$ cat src/rtl/core/adaptive_batch_tuner_macros.svh
// ----------------------------------------------------------------------------
// Adaptive batch tuner assertion macros
// Shared assertion shorthands for the tuner RTL.
// ----------------------------------------------------------------------------
`ifndef ADAPTIVE_BATCH_TUNER_MACROS_SVH
`define ADAPTIVE_BATCH_TUNER_MACROS_SVH

// Same-cycle implication, checked out of reset.
`define ABT_ASSERT_SAME(label, clk, rst_n, ante, cons, msg) \
  label: assert property (@(posedge clk) disable iff (!rst_n) (ante) |-> (cons)) \
    else $error(msg);

// Next-cycle implication, checked out of reset.
`define ABT_ASSERT_NEXT(label, clk, rst_n, ante, cons, msg) \
  label: assert property (@(posedge clk) disable iff (!rst_n) (ante) |=> (cons)) \
    else $error(msg);

`endif

$ cat src/rtl/core/abt_pkg.sv
// ----------------------------------------------------------------------------
// Adaptive batch tuner package
// Widths, register indexes, reset values and sequencer states.
// ----------------------------------------------------------------------------
`default_nettype none

package abt_pkg;

  localparam int unsigned VAL_W   = 24;
  localparam int unsigned CNT_W   = 8;
  localparam int unsigned IDX_W   = 3;
  localparam int unsigned PROD_W  = 2 * VAL_W;
  localparam int unsigned REM_W   = PROD_W + 1;
  localparam int unsigned DEN_W   = VAL_W + 1;
  localparam int unsigned BIT_W   = 5;

  localparam logic [VAL_W-1:0] VAL_MAX = {VAL_W{1'b1}};
  localparam logic [CNT_W-1:0] CNT_MAX = {CNT_W{1'b1}};

  // Register indexes
  localparam logic [IDX_W-1:0] REG_LAT_TARGET  = 3'd0;
  localparam logic [IDX_W-1:0] REG_THR_TARGET  = 3'd1;
  localparam logic [IDX_W-1:0] REG_STABLE_NEED = 3'd2;
  localparam logic [IDX_W-1:0] REG_WAIT_FLOOR  = 3'd3;
  localparam logic [IDX_W-1:0] REG_WAIT_CAP    = 3'd4;
  localparam logic [IDX_W-1:0] REG_SIZE_FLOOR  = 3'd5;
  localparam logic [IDX_W-1:0] REG_SIZE_CAP    = 3'd6;

  // Register reset values
  localparam logic [VAL_W-1:0] RST_LAT_TARGET  = 24'd1500;
  localparam logic [VAL_W-1:0] RST_THR_TARGET  = 24'd100000;
  localparam logic [CNT_W-1:0] RST_STABLE_NEED = 8'd20;
  localparam logic [VAL_W-1:0] RST_WAIT_FLOOR  = 24'd100;
  localparam logic [VAL_W-1:0] RST_WAIT_CAP    = 24'd10000;
  localparam logic [VAL_W-1:0] RST_SIZE_FLOOR  = 24'd8;
  localparam logic [VAL_W-1:0] RST_SIZE_CAP    = 24'd2048;

  // Tuning state reset values
  localparam logic [VAL_W-1:0] RST_WAIT = 24'd1000;
  localparam logic [VAL_W-1:0] RST_SIZE = 24'd64;

  // Additive increase steps
  localparam logic [VAL_W-1:0] WAIT_STEP = 24'd25;
  localparam logic [VAL_W-1:0] SIZE_STEP = 24'd4;

  localparam logic MODE_LATENCY    = 1'b0;
  localparam logic MODE_THROUGHPUT = 1'b1;

  localparam logic [BIT_W-1:0] DIV_LAST_BIT = 5'd23;

  typedef enum logic [5:0] {
    ST_IDLE = 6'b000001,
    ST_MUL  = 6'b000010,
    ST_CHK  = 6'b000100,
    ST_DIV  = 6'b001000,
    ST_FLR  = 6'b010000,
    ST_FIN  = 6'b100000
  } seq_state_t;

endpackage

`default_nettype wire

$ cat src/rtl/core/adaptive_batch_tuner.sv
// ----------------------------------------------------------------------------
// Adaptive batch tuner
// AIMD controller for group-commit wait time and batch size, built around
// one shared multiplier and a bit-serial restoring divider.
// ----------------------------------------------------------------------------
//  channel | direction | handshake         | payload
//  in_     | sink      | in_valid/in_stall | p99 latency, rate, rate ready
//  out_    | source    | out_valid/out_stall | mode, wait, size, skipped, changed
//  cfg_    | sink      | cfg_we            | cfg_index, cfg_data
//
//  Latency-mode events run, per value, a multiply, a range check, 24 divide
//  steps and a floor step, twice on the shared unit; a zero divisor or an
//  oversized quotient skips the divide steps.
//  Skipped and throughput-mode events go straight to the final write.
//  Reset is synchronous; it restores registers and tuning state at once.
//  in_stall is high while an event is in work; a held result beat blocks only the final write.
// ----------------------------------------------------------------------------
`default_nettype none

`include "adaptive_batch_tuner_macros.svh"

module adaptive_batch_tuner
  import abt_pkg::*;
(
  input  wire logic             clk,
  input  wire logic             rst_n,

  input  wire logic             in_valid,
  output logic                  in_stall,
  input  wire logic [VAL_W-1:0] in_p99_latency_us,
  input  wire logic [VAL_W-1:0] in_throughput_rate,
  input  wire logic             in_rate_ready,

  output logic                  out_valid,
  input  wire logic             out_stall,
  output logic                  out_mode,
  output logic [VAL_W-1:0]      out_wait_us,
  output logic [VAL_W-1:0]      out_batch_size,
  output logic                  out_skipped,
  output logic                  out_changed,

  input  wire logic             cfg_we,
  input  wire logic [IDX_W-1:0] cfg_index,
  input  wire logic [VAL_W-1:0] cfg_data
);

  // Configuration registers
  logic [VAL_W-1:0] lat_target_r;
  logic [VAL_W-1:0] thr_target_r;
  logic [CNT_W-1:0] stable_need_r;
  logic [VAL_W-1:0] wait_floor_r;
  logic [VAL_W-1:0] wait_cap_r;
  logic [VAL_W-1:0] size_floor_r;
  logic [VAL_W-1:0] size_cap_r;

  // Tuning state
  logic             mode_r,      mode_nxt;
  logic [CNT_W-1:0] stable_r,    stable_nxt;
  logic [VAL_W-1:0] wait_r,      wait_nxt;
  logic [VAL_W-1:0] size_r,      size_nxt;

  // Sequencer and shared unit
  seq_state_t       state_r,     state_nxt;
  logic             sel_r,       sel_nxt;
  logic [DEN_W-1:0] den_r,       den_nxt;
  logic [REM_W-1:0] rem_r,       rem_nxt;
  logic [PROD_W-1:0] dvs_r,      dvs_nxt;
  logic [VAL_W-1:0] quo_r,       quo_nxt;
  logic [BIT_W-1:0] bit_r,       bit_nxt;
  logic [VAL_W-1:0] new_wait_r,  new_wait_nxt;
  logic [VAL_W-1:0] new_size_r,  new_size_nxt;
  logic             skip_r,      skip_nxt;

  // Result register
  logic             out_valid_r, out_valid_nxt;
  logic             out_mode_r;
  logic [VAL_W-1:0] out_wait_r;
  logic [VAL_W-1:0] out_size_r;
  logic             out_skip_r;
  logic             out_chg_r;
  logic             out_load;

  logic             in_fire;
  logic             lat_miss;
  logic [CNT_W-1:0] stable_inc;
  logic             mode_new;
  logic [VAL_W-1:0] old_sel;
  logic [VAL_W-1:0] floor_sel;
  logic [PROD_W-1:0] prod;
  logic             sub_ok;
  logic [VAL_W-1:0] floored;

  function automatic logic [VAL_W-1:0] add_capped(input logic [VAL_W-1:0] old,
                                                  input logic [VAL_W-1:0] inc,
                                                  input logic [VAL_W-1:0] cap);
    logic [VAL_W:0] sum;
    sum = {1'b0, old} + {1'b0, inc};
    add_capped = (sum < {1'b0, cap}) ? sum[VAL_W-1:0] : cap;
  endfunction

  assign in_stall = (state_r != ST_IDLE);
  assign in_fire  = in_valid && !in_stall;

  assign lat_miss   = (in_p99_latency_us > lat_target_r) && (in_p99_latency_us != '0);
  assign stable_inc = (stable_r == CNT_MAX) ? stable_r : stable_r + 1'b1;
  assign mode_new   = lat_miss ? MODE_LATENCY :
                      ((stable_inc >= stable_need_r) ? MODE_THROUGHPUT : mode_r);

  assign old_sel   = sel_r ? size_r : wait_r;
  assign floor_sel = sel_r ? size_floor_r : wait_floor_r;
  assign prod      = old_sel * lat_target_r;
  assign sub_ok    = (rem_r >= {1'b0, dvs_r});
  assign floored   = (quo_r < floor_sel) ? floor_sel : quo_r;

  assign out_load  = (state_r == ST_FIN) && (!out_valid_r || !out_stall);

  // Configuration writes
  always_ff @(posedge clk) begin
    if (!rst_n) begin
      lat_target_r  <= RST_LAT_TARGET;
      thr_target_r  <= RST_THR_TARGET;
      stable_need_r <= RST_STABLE_NEED;
      wait_floor_r  <= RST_WAIT_FLOOR;
      wait_cap_r    <= RST_WAIT_CAP;
      size_floor_r  <= RST_SIZE_FLOOR;
      size_cap_r    <= RST_SIZE_CAP;
    end else if (cfg_we) begin
      case (cfg_index)
        REG_LAT_TARGET:  lat_target_r  <= cfg_data;
        REG_THR_TARGET:  thr_target_r  <= cfg_data;
        REG_STABLE_NEED: stable_need_r <= cfg_data[CNT_W-1:0];
        REG_WAIT_FLOOR:  wait_floor_r  <= cfg_data;
        REG_WAIT_CAP:    wait_cap_r    <= cfg_data;
        REG_SIZE_FLOOR:  size_floor_r  <= cfg_data;
        REG_SIZE_CAP:    size_cap_r    <= cfg_data;
        default: ;
      endcase
    end
  end

  always_comb begin
    state_nxt    = state_r;
    sel_nxt      = sel_r;
    den_nxt      = den_r;
    rem_nxt      = rem_r;
    dvs_nxt      = dvs_r;
    quo_nxt      = quo_r;
    bit_nxt      = bit_r;
    new_wait_nxt = new_wait_r;
    new_size_nxt = new_size_r;
    skip_nxt     = skip_r;
    mode_nxt     = mode_r;
    stable_nxt   = stable_r;
    wait_nxt     = wait_r;
    size_nxt     = size_r;

    case (state_r)
      ST_IDLE: begin
        if (in_fire) begin
          new_wait_nxt = wait_r;
          new_size_nxt = size_r;
          skip_nxt     = !in_rate_ready;
          state_nxt    = ST_FIN;
          if (in_rate_ready) begin
            mode_nxt   = mode_new;
            stable_nxt = lat_miss ? '0 : stable_inc;
            if (mode_new == MODE_LATENCY) begin
              den_nxt   = {1'b0, lat_target_r} + {1'b0, in_p99_latency_us};
              sel_nxt   = 1'b0;
              state_nxt = ST_MUL;
            end else if (in_throughput_rate < thr_target_r) begin
              new_wait_nxt = add_capped(wait_r, WAIT_STEP, wait_cap_r);
              new_size_nxt = add_capped(size_r, SIZE_STEP, size_cap_r);
            end
          end
        end
      end
      ST_MUL: begin
        rem_nxt   = {prod, 1'b0};
        dvs_nxt   = {den_r, {(PROD_W-DEN_W){1'b0}}};
        state_nxt = ST_CHK;
      end
      ST_CHK: begin
        // zero divisor keeps the old value; a quotient past 24 bits saturates
        if (den_r == '0) begin
          quo_nxt   = old_sel;
          state_nxt = ST_FLR;
        end else if (rem_r >= {den_r, {VAL_W{1'b0}}}) begin
          quo_nxt   = VAL_MAX;
          state_nxt = ST_FLR;
        end else begin
          quo_nxt   = '0;
          bit_nxt   = DIV_LAST_BIT;
          state_nxt = ST_DIV;
        end
      end
      ST_DIV: begin
        if (sub_ok) begin
          rem_nxt = rem_r - {1'b0, dvs_r};
        end
        quo_nxt = {quo_r[VAL_W-2:0], sub_ok};
        dvs_nxt = dvs_r >> 1;
        if (bit_r == '0) begin
          state_nxt = ST_FLR;
        end else begin
          bit_nxt = bit_r - 1'b1;
        end
      end
      ST_FLR: begin
        if (!sel_r) begin
          new_wait_nxt = floored;
          sel_nxt      = 1'b1;
          state_nxt    = ST_MUL;
        end else begin
          new_size_nxt = floored;
          state_nxt    = ST_FIN;
        end
      end
      ST_FIN: begin
        // hold until the result register is free
        if (out_load) begin
          wait_nxt  = new_wait_r;
          size_nxt  = new_size_r;
          state_nxt = ST_IDLE;
        end
      end
      default: state_nxt = ST_IDLE;
    endcase
  end

  always_comb begin
    out_valid_nxt = out_valid_r;
    if (out_load) begin
      out_valid_nxt = 1'b1;
    end else if (out_valid_r && !out_stall) begin
      out_valid_nxt = 1'b0;
    end
  end

  always_ff @(posedge clk) begin
    if (!rst_n) begin
      state_r     <= ST_IDLE;
      mode_r      <= MODE_LATENCY;
      stable_r    <= '0;
      wait_r      <= RST_WAIT;
      size_r      <= RST_SIZE;
      out_valid_r <= 1'b0;
    end else begin
      state_r     <= state_nxt;
      mode_r      <= mode_nxt;
      stable_r    <= stable_nxt;
      wait_r      <= wait_nxt;
      size_r      <= size_nxt;
      out_valid_r <= out_valid_nxt;
    end
  end

  always_ff @(posedge clk) begin
    sel_r      <= sel_nxt;
    den_r      <= den_nxt;
    rem_r      <= rem_nxt;
    dvs_r      <= dvs_nxt;
    quo_r      <= quo_nxt;
    bit_r      <= bit_nxt;
    new_wait_r <= new_wait_nxt;
    new_size_r <= new_size_nxt;
    skip_r     <= skip_nxt;
    if (out_load) begin
      out_mode_r <= mode_r;
      out_wait_r <= new_wait_r;
      out_size_r <= new_size_r;
      out_skip_r <= skip_r;
      out_chg_r  <= (new_wait_r != wait_r) || (new_size_r != size_r);
    end
  end

  assign out_valid      = out_valid_r;
  assign out_mode       = out_mode_r;
  assign out_wait_us    = out_wait_r;
  assign out_batch_size = out_size_r;
  assign out_skipped    = out_skip_r;
  assign out_changed    = out_chg_r;

  `ABT_ASSERT_NEXT(a_busy_after_accept, clk, rst_n, in_fire, in_stall, "accepted beat did not stall input")
  `ABT_ASSERT_SAME(a_div_rem_bound, clk, rst_n, state_r == ST_DIV, rem_r < {dvs_r, 1'b0}, "divider remainder out of range")
  `ABT_ASSERT_NEXT(a_fin_loads_out, clk, rst_n, (state_r == ST_FIN) && !out_valid_r, out_valid_r && (state_r == ST_IDLE), "finished result not loaded")
  `ABT_ASSERT_SAME(a_skip_no_change, clk, rst_n, out_valid_r && out_skip_r, !out_chg_r, "skipped beat reports a change")

endmodule

`default_nettype wire
$ cat config.mk
export PLATFORM = sky130hd
export DESIGN_NAME = adaptive_batch_tuner
export DESIGN_NICKNAME = d
export VERILOG_FILES = /design/src/rtl/core/abt_pkg.sv /design/src/rtl/core/adaptive_batch_tuner.sv
export VERILOG_INCLUDE_DIRS = /design/src /design/src/rtl/core
export SDC_FILE = /design/constraint.sdc
export NUM_CORES = 2
export LEC_CHECK = 0
export BUFFER_PORTS_ARGS = -buffer_cell sky130_fd_sc_hd__clkbuf_2
export CAP_MARGIN = 20
export CORE_AREA = 5 5 310 312
export CTS_CLUSTER_SIZE = 24
export DETAILED_ROUTE_END_ITERATION = 7
export DIE_AREA = 0 0 315 317
export PLACE_DENSITY_LB_ADDON = 0.08
export SLEW_MARGIN = 20
export SYNTH_ARGS = -nofsm -noshare
export SYNTH_HDL_FRONTEND = slang
export SYNTH_SLANG_ARGS = --single-unit
export TNS_END_PERCENT = 20
$ cat constraint.sdc
create_clock -name clk -period 8.9 [get_ports clk]
set_input_delay 2.67 -clock clk [delete_from_list [all_inputs] [get_ports clk]]
set_output_delay 2.67 -clock clk [all_outputs]
set_load 0.005 [all_outputs]
# Word level (Yosys, flattened, before mapping)
# Index checks and enable logic that the tools add are counted.
# Widths: inputs -> output; s select.
[op_classes]
reduce_logical = 35
n_addsub = 6
n_eq_ne = 27
n_mul = 1
bitwise = 1
n_lt_le_gt_ge = 8
muxes = 46
[op_table]
columns = ["operator", "n"]
rows = [
  ["$mux 24", 17],
  ["$pmux 24 s2", 3],
  ["$pmux 49 s2", 1],
  ["$pmux 48 s2", 1],
  ["$lt 25x24->1", 2],
  ["$ge 49x48->1", 1],
  ["$ge 49x49->1", 1],
  ["$mux 49", 1],
  ["$sub 49x48->49", 1],
  ["$lt 24x24->1", 2],
  ["$mul 24x24->48", 1],
  ["$ne 24x24->1", 2],
  ["$mux 6", 6],
  ["$pmux 6 s6", 1],
  ["$add 24x24->25", 1],
  ["$add 24x3->25 const B", 1],
  ["$add 24x5->25 const B", 1],
  ["$logic_not 25->1", 1],
  ["$mux 5", 5],
  ["$gt 24x24->1", 1],
  ["$reduce_bool 24->1", 1],
  ["$ne 2x2->1 const B", 11],
  ["$reduce_and 2->1", 10],
  ["$mux 8", 2],
  ["26 further kinds", 50],
]
[totals]
reg_bits = 468
output_inout_bits = 53

# Depth between registers and ports, before layout
[depth]
word_depth = 9
mapped_depth = 31

# Worst setup path before layout
# No wires, ideal clock.
[synth_timing]
path_kind = "reg-to-reg"
from = "register sel_r"
to = "register rem_r[45] (data pin)"
arrival_time_ns = 8.427
n_path_buf = 5
stages_incl_launch_ff = 31
setup_slack_ns = 0.337
path_cell_list = "edfxtp_1 buf_2 buf_1 buf_1 mux2i_1 clkbuf_1 nor2_1 fa_1 inv_1 fa_1 inv_1 fa_1 inv_1 fa_1 inv_1 fa_1 fa_1 inv_1 fa_1 inv_1 ha_1 clkbuf_1 nand2_1 and3_1 a2111oi_0 o21a_1 a31oi_1 o21ai_0 a221oi_1 or4b_2 nand3_1"
[synth_via]
elab_chain_cells = 3
[synth_rtl]
columns = ["element", "line_no", "text"]
rows = [
  ["start: declaration", "adaptive_batch_tuner.sv:64", "logic sel_r, sel_nxt;"],
  ["start signal: assignment", "adaptive_batch_tuner.sv:259", "sel_r <= sel_nxt;"],
  ["$mux 24", "adaptive_batch_tuner.sv:109", "assign old_sel = sel_r ? size_r : wait_r;"],
  ["$mul 24x24->48", "adaptive_batch_tuner.sv:111", "assign prod = old_sel * lat_target_r;"],
  ["$pmux 49 s2", "adaptive_batch_tuner.sv:157", "case (state_r)"],
  ["via rem_nxt[45]", "adaptive_batch_tuner.sv:66", "logic [REM_W-1:0] rem_r, rem_nxt;"],
  ["end signal: assignment", "adaptive_batch_tuner.sv:261", "rem_r <= rem_nxt;"],
  ["end: declaration", "adaptive_batch_tuner.sv:66", ""],
]
# The timed path passes the listed nets, and every way through them passes these cells.
# A chain may end at the register's enable or synchronous reset.

# Worst setup path after layout
# Same ends and word-level chain as after synthesis.

==> qor.txt <==
Reg2reg end: rem_r[45]$_DFFE_PP_
Synth Flop Type: edfxtp_1
EDFF count, synth: 252
Placed Area: 49240 um^2
Slew Limit Fails: 0
Avg Vias per Cell: 5.711
Min setup slack post-route: 0.5166 ns
Largest net degree at the start of global routing: 181
Non-filler instance count after layout: 6730
RD Place Congestion: 0.9571
Min-Delay Endpoint: out_skipped$_DFFE_PP_
Top flop regs: rem_r: 49 flops, dvs_r: 48 flops, den_r: 25 flops
Fraction of final layout cells with drive strength greater than 1: 0.08420
Total GRT Usage: 0.3092
Final instance area: 51230 um^2
Post-synth cell types: 77
Largest reg by FF count: rem_r
Cts bufs inserted: 55
Syn avg cell area: 8.718 um^2
HP Class: flip-flop to flip-flop
Crit end category: flip-flop
Syn. warnings: 0
First-pass GRT wire length: 234800 um
Lkg Pwr: 22.97 nW
Register area share after synthesis: 0.2530
Routed vias: 38440
DRT Pass-1 Iters: 6
Critical Path Source: sel_r$_DFFE_PP_
Layout Skew: 0.02338 ns
DRT Wirelength: 153900 um
Relative slew slack: 0.1932
Die footprint: 99860 um^2
Pwr Density: 163.5 nW/um^2
Synth async-reset ratio: 0
Fin crit period: 8.383 ns
Post-DP HPWL: 118000 um
Status: complete, no violations
Hold Crit Depth: 0
Layout area overhead: 8.998%
CTS Sinks: 468
# placed instances: 6625
MaxCap Viol Count: 0
Vias in the first global route: 38240
Placeable Area: 92770 um^2
CTS tree: yes
Buffers on Ports: 133
Unrepaired setup endpoints after global routing: false
Post-CTS Setup Repair Bufs: 0
Syn_nets: 6355
Post-CTS sizing: 0
Die W: 315 um
Initial antenna violation count: 6
Final hold viol count: 0
Post-Syn Area: 47000 um^2
Mapped Cells: 5391
Slew @ Worst Pin: 1.210 ns
Final Net Count: 6394
Depth of the most critical reg-to-reg path: 24
Worst Path Required: 9.42 ns
FMAX: 0.1193 GHz
R2R setup slack: 0.52 ns
Initial Util: 0.5066
IO Pins: 134
H-tree Lvls: 2
Worst Path Arrival: 8.90 ns
Die height: 317 um
DRC viols: 0
Clock transition at path regs: 0.06 ns
Worst Min Path Start: skip_r$_DFFE_PP_
Root Driver: clkbuf_16
Utilization after layout: 0.5522
Reg2reg start: sel_r$_DFFE_PP_
Post-placement worst setup slack: 0.6090 ns
WS Path Type: flip-flop to flip-flop
Worst vdd ir: 0.3687 mV
Max Buffers Root-to-Sink: 3
Final setup fails: 0
Worst-path maximum fanout: 41
Post-Route Setup TNS: 0 ns
Grt ovf: 0
Max reg flops: 49
Wire per inst: 22.87 um
Startpoint class of the critical path: flip-flop
ANT nets after route: 0
Iteration-0 DRC Markers: 3763
Worst skew pair latency: 0.66 ns
# hold bufs at CTS: 0
Floorplan row count: 112
Flop and latch count out of synthesis: 468
Final worst-path cycle share: 0.9420
[power breakdown]
group,leakage [nW],internal (mW),switching [mW]
clock,0.944,1.40,1.04
sequential,4.04,2.54,0.133
combinational,18.0,1.23,2.03
[cell type report]
type | count | area, um^2
flip-flops and latches | 468 | 11890
fillers | 8810 | 41540
well taps | 1254 | 1569
clock inverters | 31 | 380.4
diodes | 1 | 2.502
clock buffers | 71 | 1560
repair buffers | 268 | 1737
multi-input cells | 3848 | 31120
inverters | 789 | 2968
[per-layer routing]
metal,up-vias,GRT usage,share of wire
met4,0,0.08706,0.032
met1,18960,0.4357,0.43
met5,-,0,0
met3,251,0.05761,0.089
li1,17710,-,-
met2,1510,0.4926,0.45
[critical path, cell delays in order, from the launching register on]
cell	delay [ns]
edfxtp_1	0.37
buf_12	0.26
mux2_2	0.64
and2_1	0.30
fa_1	0.53
inv_1	0.05
fa_1	0.44
fa_1	0.46
fa_1	0.56
inv_1	0.05
fa_1	0.46
fa_1	0.54
inv_1	0.05
fa_1	0.53
inv_1	0.04
ha_1	0.42
nand2_1	0.10
and3_1	0.22
a2111oi_0	0.39
o21a_1	0.25
a31oi_1	0.24
o21ai_0	0.39
a221oi_1	0.16
or4b_2	0.63
nand3_1	0.10
[worst max-delay path by stage]
stage | endpoint | slack [ns] | depth (start not counted)
after detailed placement | rem_r[45]$_DFFE_PP_ | 0.61 | 25
after global placement | rem_r[45]$_DFFE_PP_ | 0.69 | 25
after CTS | rem_r[45]$_DFFE_PP_ | 0.57 | 25
final | rem_r[45]$_DFFE_PP_ | 0.52 | 24
after global routing | rem_r[45]$_DFFE_PP_ | 0.15 | 25
after floorplan | rem_r[45]$_DFFE_PP_ | 0.34 | 30
[cell families (layout without fill, tap and decap cells)]
family	after synthesis	count (layout)	share of synthesized area
adder cells (fa/ha/maj)	883	883	0.3124
other	0	1	0
flip-flops	468	468	0.2530
buffers and inverters	1075	1159	0.08652
AO/OA/AOI/OAI	884	884	0.1154
multiplexers	140	140	0.03120
AND/OR/NAND/NOR	1741	1741	0.1642
XOR/XNOR	200	200	0.03727
[cell usage after synthesis, types with 12 or more instances]
| library cell | number | share of area |
|---|---|---|
| nand2_1 | 890 | 0.071 |
| xor2_1 | 68 | 0.013 |
| o21ai_0 | 153 | 0.016 |
| a21oi_1 | 377 | 0.040 |
| o21a_1 | 24 | 0.0038 |
| fa_1 | 484 | 0.21 |
| nand3_1 | 68 | 0.0072 |
| ha_1 | 399 | 0.11 |
| nor3_1 | 54 | 0.0058 |
| dfxtp_1 | 216 | 0.092 |
| o211ai_1 | 36 | 0.0058 |
| edfxtp_1 | 252 | 0.16 |
| buf_2 | 12 | 0.0013 |
| a211oi_1 | 21 | 0.0034 |
| and2_1 | 130 | 0.017 |
| and4_1 | 12 | 0.0022 |
| a31oi_1 | 26 | 0.0035 |
| a211o_1 | 16 | 0.0030 |
| nor2b_1 | 25 | 0.0033 |
| o21bai_1 | 26 | 0.0042 |
| a21o_1 | 72 | 0.012 |
| nand2b_1 | 30 | 0.0040 |
| mux2i_1 | 91 | 0.019 |
| nand4_1 | 61 | 0.0081 |
| mux2_2 | 48 | 0.012 |
| clkbuf_1 | 255 | 0.020 |
| inv_1 | 781 | 0.062 |
| nor4_1 | 30 | 0.0040 |
| buf_1 | 15 | 0.0012 |
| and3_1 | 31 | 0.0041 |
| nor2_1 | 356 | 0.028 |
| xnor2_1 | 132 | 0.025 |
| o31ai_1 | 32 | 0.0051 |
[per-stage QoR]
| step | hold WS (ns) | total power [mW] |
|---|---|---|
| 6_report | 0.4353 | 8.374 |
| 5_1_grt | 0.4473 | 8.939 |
| 4_1_cts | 0.4408 | 8.395 |
| 3_5_place_dp | 0.4269 | 5.952 |
| 3_3_place_gp | 0.4399 | 5.932 |
| 2_1_floorplan | 0.4003 | 5.014 |
[placed cells by master (no fill, tap or decap), drive strengths merged, types with 72 or more instances in the layout]
cell type	n
nor2	356
a21o	72
ha	399
edfxtp	252
mux2i	91
xnor2	132
a21oi	377
fa	484
and2	130
clkbuf	204
buf	135
dfxtp	216
inv	787
nand2	890
o21ai	155
Power figures use the tool's default switching activity.
